$ cat config.mk
export PLATFORM = sky130hd
export DESIGN_NAME = bpsr_eval
export DESIGN_NICKNAME = d
export VERILOG_FILES = /design/src/bpsr_pkg.sv /design/src/bpsr_eval.sv
export SDC_FILE = /design/constraint.sdc
export NUM_CORES = 1
export LEC_CHECK = 0
export ABC_CLOCK_PERIOD_IN_PS = 11200
export BUFFER_PORTS_ARGS = -buffer_cell sky130_fd_sc_hd__buf_4
export CAP_MARGIN = 25
export CORE_MARGIN = 3
export CORE_UTILIZATION = 40
export CTS_CLUSTER_DIAMETER = 80
export DETAILED_ROUTE_END_ITERATION = 12
export GPL_TIMING_DRIVEN = 0
export SLEW_MARGIN = 40
export SYNTH_ARGS = -nofsm -noshare
export SYNTH_HDL_FRONTEND = slang
export SYNTH_SLANG_ARGS = --single-unit
$ cat constraint.sdc
create_clock -name clk_i -period 11.2 [get_ports clk_i]
set_input_delay 2.24 -clock clk_i [delete_from_list [all_inputs] [get_ports clk_i]]
set_output_delay 2.24 -clock clk_i [all_outputs]
set_load 0.1 [all_outputs]
$ cat src/bpsr_pkg.sv
// bpsr_pkg: shared types, widths and codes of the Bezier profile segment renderer.
// Used by bpsr_eval and bezier_profile_segment_render_top; depends on nothing.
`timescale 1ns / 1ps
package bpsr_pkg;

  localparam int ROWS_DEF = 256;
  localparam int X_W      = 15;   // profile x
  localparam int ROW_W    = 8;    // row number on the ports
  localparam int NC_W     = 24;   // n^3 and the basis products
  localparam int ACC_W    = 39;   // weighted sum before the divide
  localparam int MB_W     = 17;   // multiplier b operand (3 * x)
  localparam int CFG_IW   = 2;

  // result status codes
  localparam logic [1:0] ST_OK    = 2'd0;
  localparam logic [1:0] ST_RANGE = 2'd1;
  localparam logic [1:0] ST_ORDER = 2'd2;
  localparam logic [1:0] ST_READ  = 2'd3;

  // configuration register indexes
  localparam logic [CFG_IW-1:0] CFG_MIN_X = 2'd0;
  localparam logic [CFG_IW-1:0] CFG_MAX_X = 2'd1;

  localparam logic ACT_EDIT = 1'b0;
  localparam logic ACT_READ = 1'b1;

  typedef struct packed {
    logic             action;
    logic             joint_mode;
    logic [ROW_W-1:0] first_start_row;
    logic [ROW_W-1:0] joint_row;
    logic [ROW_W-1:0] second_end_row;
    logic [X_W-1:0]   first_start_x;
    logic [X_W-1:0]   first_ctrl_a_x;
    logic [X_W-1:0]   first_ctrl_b_x;
    logic [X_W-1:0]   joint_x;
    logic [X_W-1:0]   second_ctrl_a_x;
    logic [X_W-1:0]   second_ctrl_b_x;
    logic [X_W-1:0]   second_end_x;
  } req_t;

  typedef struct packed {
    logic [1:0]       status;
    logic [X_W-1:0]   row_x;
    logic [ROW_W-1:0] fail_row;
  } res_t;

  // request to the point evaluator; operands hold while it runs
  typedef struct packed {
    logic             start;
    logic [ROW_W-1:0] k;
    logic [ROW_W-1:0] m;
    logic [NC_W-1:0]  n3;
    logic [X_W-1:0]   x0;
    logic [X_W-1:0]   x1;
    logic [X_W-1:0]   x2;
    logic [X_W-1:0]   x3;
  } eval_req_t;

  typedef struct packed {
    logic           done;
    logic [X_W-1:0] x;
  } eval_rsp_t;

  typedef enum logic [3:0] {
    S_CLEAR,
    S_IDLE,
    S_READ,
    S_SETUP,
    S_N3,
    S_ROW,
    S_WAIT,
    S_SEGEND
  } state_e;

  typedef enum logic [1:0] {
    EV_IDLE,
    EV_MUL,
    EV_DIV,
    EV_DONE
  } ev_state_e;

endpackage

$ cat src/bpsr_eval.sv
// bpsr_eval: evaluates one curve point, sum of Bernstein terms over n^3, truncated.
// One shared 24x17 multiplier for 12 steps, then a 15-step restoring divide. Uses bpsr_pkg.
`timescale 1ns / 1ps
module bpsr_eval (
  input  logic                clk_i,
  input  logic                rst_ni,
  input  bpsr_pkg::eval_req_t req_i,
  output bpsr_pkg::eval_rsp_t rsp_o
);

  localparam int CNT_W = 4;
  localparam logic [CNT_W-1:0] MUL_LAST = 4'd11;
  localparam logic [CNT_W-1:0] DIV_LAST = 4'd14;

  bpsr_pkg::ev_state_e state_q, state_d;
  logic [CNT_W-1:0] cnt_q, cnt_d;
  logic [bpsr_pkg::NC_W-1:0]  a_q, a_d;
  logic [bpsr_pkg::ACC_W-1:0] acc_q, acc_d;
  logic [bpsr_pkg::NC_W-1:0]  rem_q, rem_d;
  logic [bpsr_pkg::X_W-1:0]   sh_q, sh_d;
  logic [bpsr_pkg::X_W-1:0]   quo_q, quo_d;

  logic [bpsr_pkg::NC_W-1:0]          mul_a;
  logic [bpsr_pkg::MB_W-1:0]          mul_b;
  logic [bpsr_pkg::NC_W+bpsr_pkg::MB_W-1:0] prod;
  logic [bpsr_pkg::ACC_W-1:0]         acc_sum;
  logic [bpsr_pkg::NC_W:0]            trial;
  logic                               fits;

  assign prod    = (bpsr_pkg::NC_W + bpsr_pkg::MB_W)'(mul_a)
                 * (bpsr_pkg::NC_W + bpsr_pkg::MB_W)'(mul_b);
  assign acc_sum = acc_q + prod[bpsr_pkg::ACC_W-1:0];
  assign trial   = {rem_q, sh_q[bpsr_pkg::X_W-1]};
  assign fits    = trial >= {1'b0, req_i.n3};

  // operand schedule: m^3*x0, 3*k*m^2*x1, k^3*x3, 3*k^2*m*x2
  always_comb begin
    mul_a = '0;
    mul_b = '0;
    case (cnt_q)
      4'd0:    begin mul_a = 24'(req_i.m); mul_b = 17'(req_i.m);        end
      4'd1:    begin mul_a = a_q;          mul_b = 17'(req_i.m);        end
      4'd2:    begin mul_a = a_q;          mul_b = 17'(req_i.x0);       end
      4'd3:    begin mul_a = 24'(req_i.k); mul_b = 17'(req_i.m);        end
      4'd4:    begin mul_a = a_q;          mul_b = 17'(req_i.m);        end
      4'd5:    begin mul_a = a_q;          mul_b = 17'(req_i.x1) * 17'd3; end
      4'd6:    begin mul_a = 24'(req_i.k); mul_b = 17'(req_i.k);        end
      4'd7:    begin mul_a = a_q;          mul_b = 17'(req_i.k);        end
      4'd8:    begin mul_a = a_q;          mul_b = 17'(req_i.x3);       end
      4'd9:    begin mul_a = 24'(req_i.k); mul_b = 17'(req_i.m);        end
      4'd10:   begin mul_a = a_q;          mul_b = 17'(req_i.k);        end
      4'd11:   begin mul_a = a_q;          mul_b = 17'(req_i.x2) * 17'd3; end
      default: begin mul_a = '0;           mul_b = '0;                  end
    endcase
  end

  always_comb begin
    state_d = state_q;
    cnt_d   = cnt_q;
    a_d     = a_q;
    acc_d   = acc_q;
    rem_d   = rem_q;
    sh_d    = sh_q;
    quo_d   = quo_q;
    unique case (state_q)
      bpsr_pkg::EV_IDLE: begin
        if (req_i.start) begin
          cnt_d   = '0;
          acc_d   = '0;
          state_d = bpsr_pkg::EV_MUL;
        end
      end
      bpsr_pkg::EV_MUL: begin
        cnt_d = cnt_q + 4'd1;
        if (cnt_q == 4'd2 || cnt_q == 4'd5 || cnt_q == 4'd8) begin
          acc_d = acc_sum;
        end else begin
          a_d = prod[bpsr_pkg::NC_W-1:0];
        end
        if (cnt_q == MUL_LAST) begin
          // quotient is below 2^15, so the top part is already below n^3
          rem_d   = acc_sum[bpsr_pkg::ACC_W-1:bpsr_pkg::X_W];
          sh_d    = acc_sum[bpsr_pkg::X_W-1:0];
          cnt_d   = '0;
          state_d = bpsr_pkg::EV_DIV;
        end
      end
      bpsr_pkg::EV_DIV: begin
        rem_d = fits ? 24'(trial - {1'b0, req_i.n3}) : trial[bpsr_pkg::NC_W-1:0];
        sh_d  = {sh_q[bpsr_pkg::X_W-2:0], 1'b0};
        quo_d = {quo_q[bpsr_pkg::X_W-2:0], fits};
        cnt_d = cnt_q + 4'd1;
        if (cnt_q == DIV_LAST) begin
          state_d = bpsr_pkg::EV_DONE;
        end
      end
      bpsr_pkg::EV_DONE: begin
        state_d = bpsr_pkg::EV_IDLE;
      end
      default: state_d = bpsr_pkg::EV_IDLE;
    endcase
  end

  always_ff @(posedge clk_i or negedge rst_ni) begin
    if (!rst_ni) begin
      state_q <= bpsr_pkg::EV_IDLE;
      cnt_q   <= '0;
    end else begin
      state_q <= state_d;
      cnt_q   <= cnt_d;
    end
  end

  always_ff @(posedge clk_i) begin
    a_q   <= a_d;
    acc_q <= acc_d;
    rem_q <= rem_d;
    sh_q  <= sh_d;
    quo_q <= quo_d;
  end

  assign rsp_o.done = (state_q == bpsr_pkg::EV_DONE);
  assign rsp_o.x    = quo_q;

endmodule

==> impl_results.md <==
* Crit-path max FO at 5
* Slew @ Worst Pin at 0.898 ns
* Netlist cell types at 81
* Final min period at 11.28 ns
* DRC errors left at 0
* Period utilization at 1.01
* Final instance area at 27200 um^2
* IO buf count at 118
* CP Buf/Inv Count at 5
* Layout area overhead at 20.8%
* Post-Route WL at 72.0 mm
* #FFs+latches synth at 123
* CTS tree: yes
* Clock transition at path regs at 0.06 ns
* DP Area at 24500 um^2
* Arr. time, crit path at 11.55 ns
* Area fraction of the dominant cell type after synthesis at 0.295
* Post-synth EDFFs at 117
* Share of layout cells above drive strength 1 at 0.183
* Final HPWL DP at 58.8 mm
* Max-cap viol count at 0
* GRT Total Usage at 0.243
* Syn Inst Count at 2552
* CP required at 11.47 ns
* Htree depth at 4
* Via count at 19100
* Clock Path Buffers at 2
* Multi-input logic area at 18200 um^2
* Clock Sinks at 123
* Status: finished, violations left
* Vias/cell at 5.41
* Register area at 3660 um^2
* Initial antenna violation count at 0
* RSZ-0062 raised after global routing: true
* Fmax at 0.0887 GHz
* Startpoint types: primary input
* Violated checks: negative setup slack
* Die area at 59300 um^2
* Initial Utilization at 0.407
* Mapped Nets at 3192
* Synth warn at 0
* Number of buffers created by CTS at 17
* Worst path max stage delay at 0.65 ns
* Final WS setup at -0.0751 ns
* Worst path slowest cell: fa_2
* GPL Wtd Cong at 0.955
* First-pass GRT wire length at 112 mm
* Chip width at 243 um
* CP Capture Type: flop
* Die Height at 243 um
* WS Path Type: in -> reg
* Top post-synthesis cells by area: fa_1, edfxtp_1, ha_1
* Core Area at 55400 um^2
* Wire length per cell at 20.3 um
* Skew-Pair Late Insertion Delay at 0.44 ns
* # setup viols final at 5
* Top Family by Delay on Critical Path: adder cells
* Gr ovfl total at 0
* Antenna diode count at 0
* Cts hold-fix bufs at 0
* Clock skew at 0.0153 ns
* Slew HR at 0.397
* Final Hold Vio Count at 0
* Num ports at 119
* First-pass DRT Iterations at 6
* Synthesized area at 22500 um^2
* Avg Cell Area, Syn at 8.84 um^2
* Rows at 86
* Main synth FF type: edfxtp_1
* Antenna Nets Post-Route at 0
* Layout net count at 3420
* # fillers at 5164
* Post-synthesis sequential area ratio at 0.162
* Number of global-route vias before repair at 19900
* Initial DRC count at 1638
* Most used cell along the critical path: fa_1
* Largest net degree at the start of global routing at 21
* Synth area leader: fa_1
* Root Driver: clkbuf_16
* Final Max Tran Viols at 0
* HP Class: reg -> reg
* FFs w/ async S/R, synth at 0.0488
[layout make-up]
class,instances,area share
multi-input cells,1902,0.670
flip-flops and latches,123,0.134
repair buffers,212,0.0609
inverters,436,0.0602
well taps,748,0.0343
plain buffers,88,0.0184
clock buffers,17,0.0156
clock inverters,15,0.00652
[worst register-to-register path: cells and delay by family (launching register included)]
family	cells	cell delay [ns]
adders and majority gates	9	4.01
AOI/OAI and AO/OA	18	3.17
buffers and inverters	7	1.96
and+or+nand+nor	4	0.62
DFF	1	0.44
xor gates and xnor gates	1	0.33
[repair_timing]
action	CTS	global route
pin swaps	65	93
setup buffers	51	34
gates resized for setup	188	151
gates cloned	0	0
endpoints found under the setup margin	41	38
[flip-flops by register name, summed over array words and instances (netlist names)]
| register | count |
|---|---|
| cnt_q | 4 |
| rem_q | 24 |
| quo_q | 15 |
| state_q | 2 |
| sh_q | 15 |
| acc_q | 39 |
| a_q | 24 |
[through the flow]
stage	hold WS (ns)	worst slack (ns)	utilization	cells	TNS [ns]
after floorplan	0.500	0.0264	-	2552	0
after global placement	0.431	-2.63	0.440	3418	-68.50
after detailed placement	0.440	-2.57	0.443	3431	-62.15
after CTS	0.455	-0.146	0.475	3511	-0.914
after global routing	0.469	-0.264	0.492	3541	-2.13
final	0.451	-0.0751	0.492	3541	-0.219
[per-layer routing]
metal,routed length [um],up-vias,GRT usage
li1,-,8739,-
met1,30900,9525,0.335
met2,33300,757,0.398
met3,5550,123,0.0369
met5,0,-,0
met4,2250,0,0.0692
[kinds of logic (layout without fill, tap and decap cells)]
| family | Yosys count | count (layout) | share of synthesized area |
|---|---|---|---|
| simple gates | 781 | 781 | 0.151 |
| fa+ha+maj | 537 | 537 | 0.409 |
| buf+inv | 527 | 768 | 0.0884 |
| compound gates | 450 | 450 | 0.135 |
| flops | 123 | 123 | 0.162 |
| xor+xnor | 107 | 107 | 0.0422 |
| mux | 27 | 27 | 0.0125 |
[synth_stat cells, types with 6 or more instances]
library cell and n:
inv_1 436, nand2_1 347, fa_1 332, nor2_1 242, ha_1 205, edfxtp_1 117
a21oi_1 110, o21ai_0 94, clkbuf_1 81, and2_1 70, xnor2_1 62, xor2_1 44
a21o_1 43, nand2b_1 27, o21a_1 24, a211oi_1 18, mux2i_1 18, nand3_1 18
a31oi_1 14, nor3_1 14, o21bai_1 14, a22oi_1 12, nor2b_1 12, o211ai_1 12
or3_1 12, a221o_1 11, nand4_1 11, mux2_2 9, a22o_1 8, o31ai_1 8
a211oi_2 6, buf_2 6, dfrtp_1 6, o21ai_1 6, o22ai_1 6, or2_2 6
[worst paths after layout]
path	start	to	slack [ns]	cells after the start
setup / recovery	req_i[15]	rem_q[23]	-0.08	40
hold / removal	quo_q[12]	quo_q[13]	0.45	0
setup reg to reg	cnt_q[0]	rem_q[23]	0.52	39
hold reg to reg	quo_q[12]	quo_q[13]	0.45	0
max in group asynchronous	rst_ni	state_q[1]	9.47	1
min in group asynchronous	rst_ni	state_q[0]	1.61	1
[layout by cell type (no fill, tap or decap), types with 13 or more instances in the layout]
cell type and count:
inv_1 426, nand2_1 342, fa_1 318, nor2_1 227, buf_4 190, ha_1 173
edfxtp_1 117, a21oi_1 85, o21ai_0 73, and2_1 69, clkbuf_1 57, xnor2_1 50
a21o_1 43, xor2_1 33, nand2b_1 27, ha_4 25, o21a_1 24, a21oi_2 20
clkbuf_16 18, nand3_1 16, mux2i_1 16, buf_2 14, a211oi_1 14, o21ai_2 14
fa_2 14, o21bai_1 13
Power is left out: the tool's default activity adds up to more than one toggle a clock period on the data nets, which glitch-free logic cannot reach.
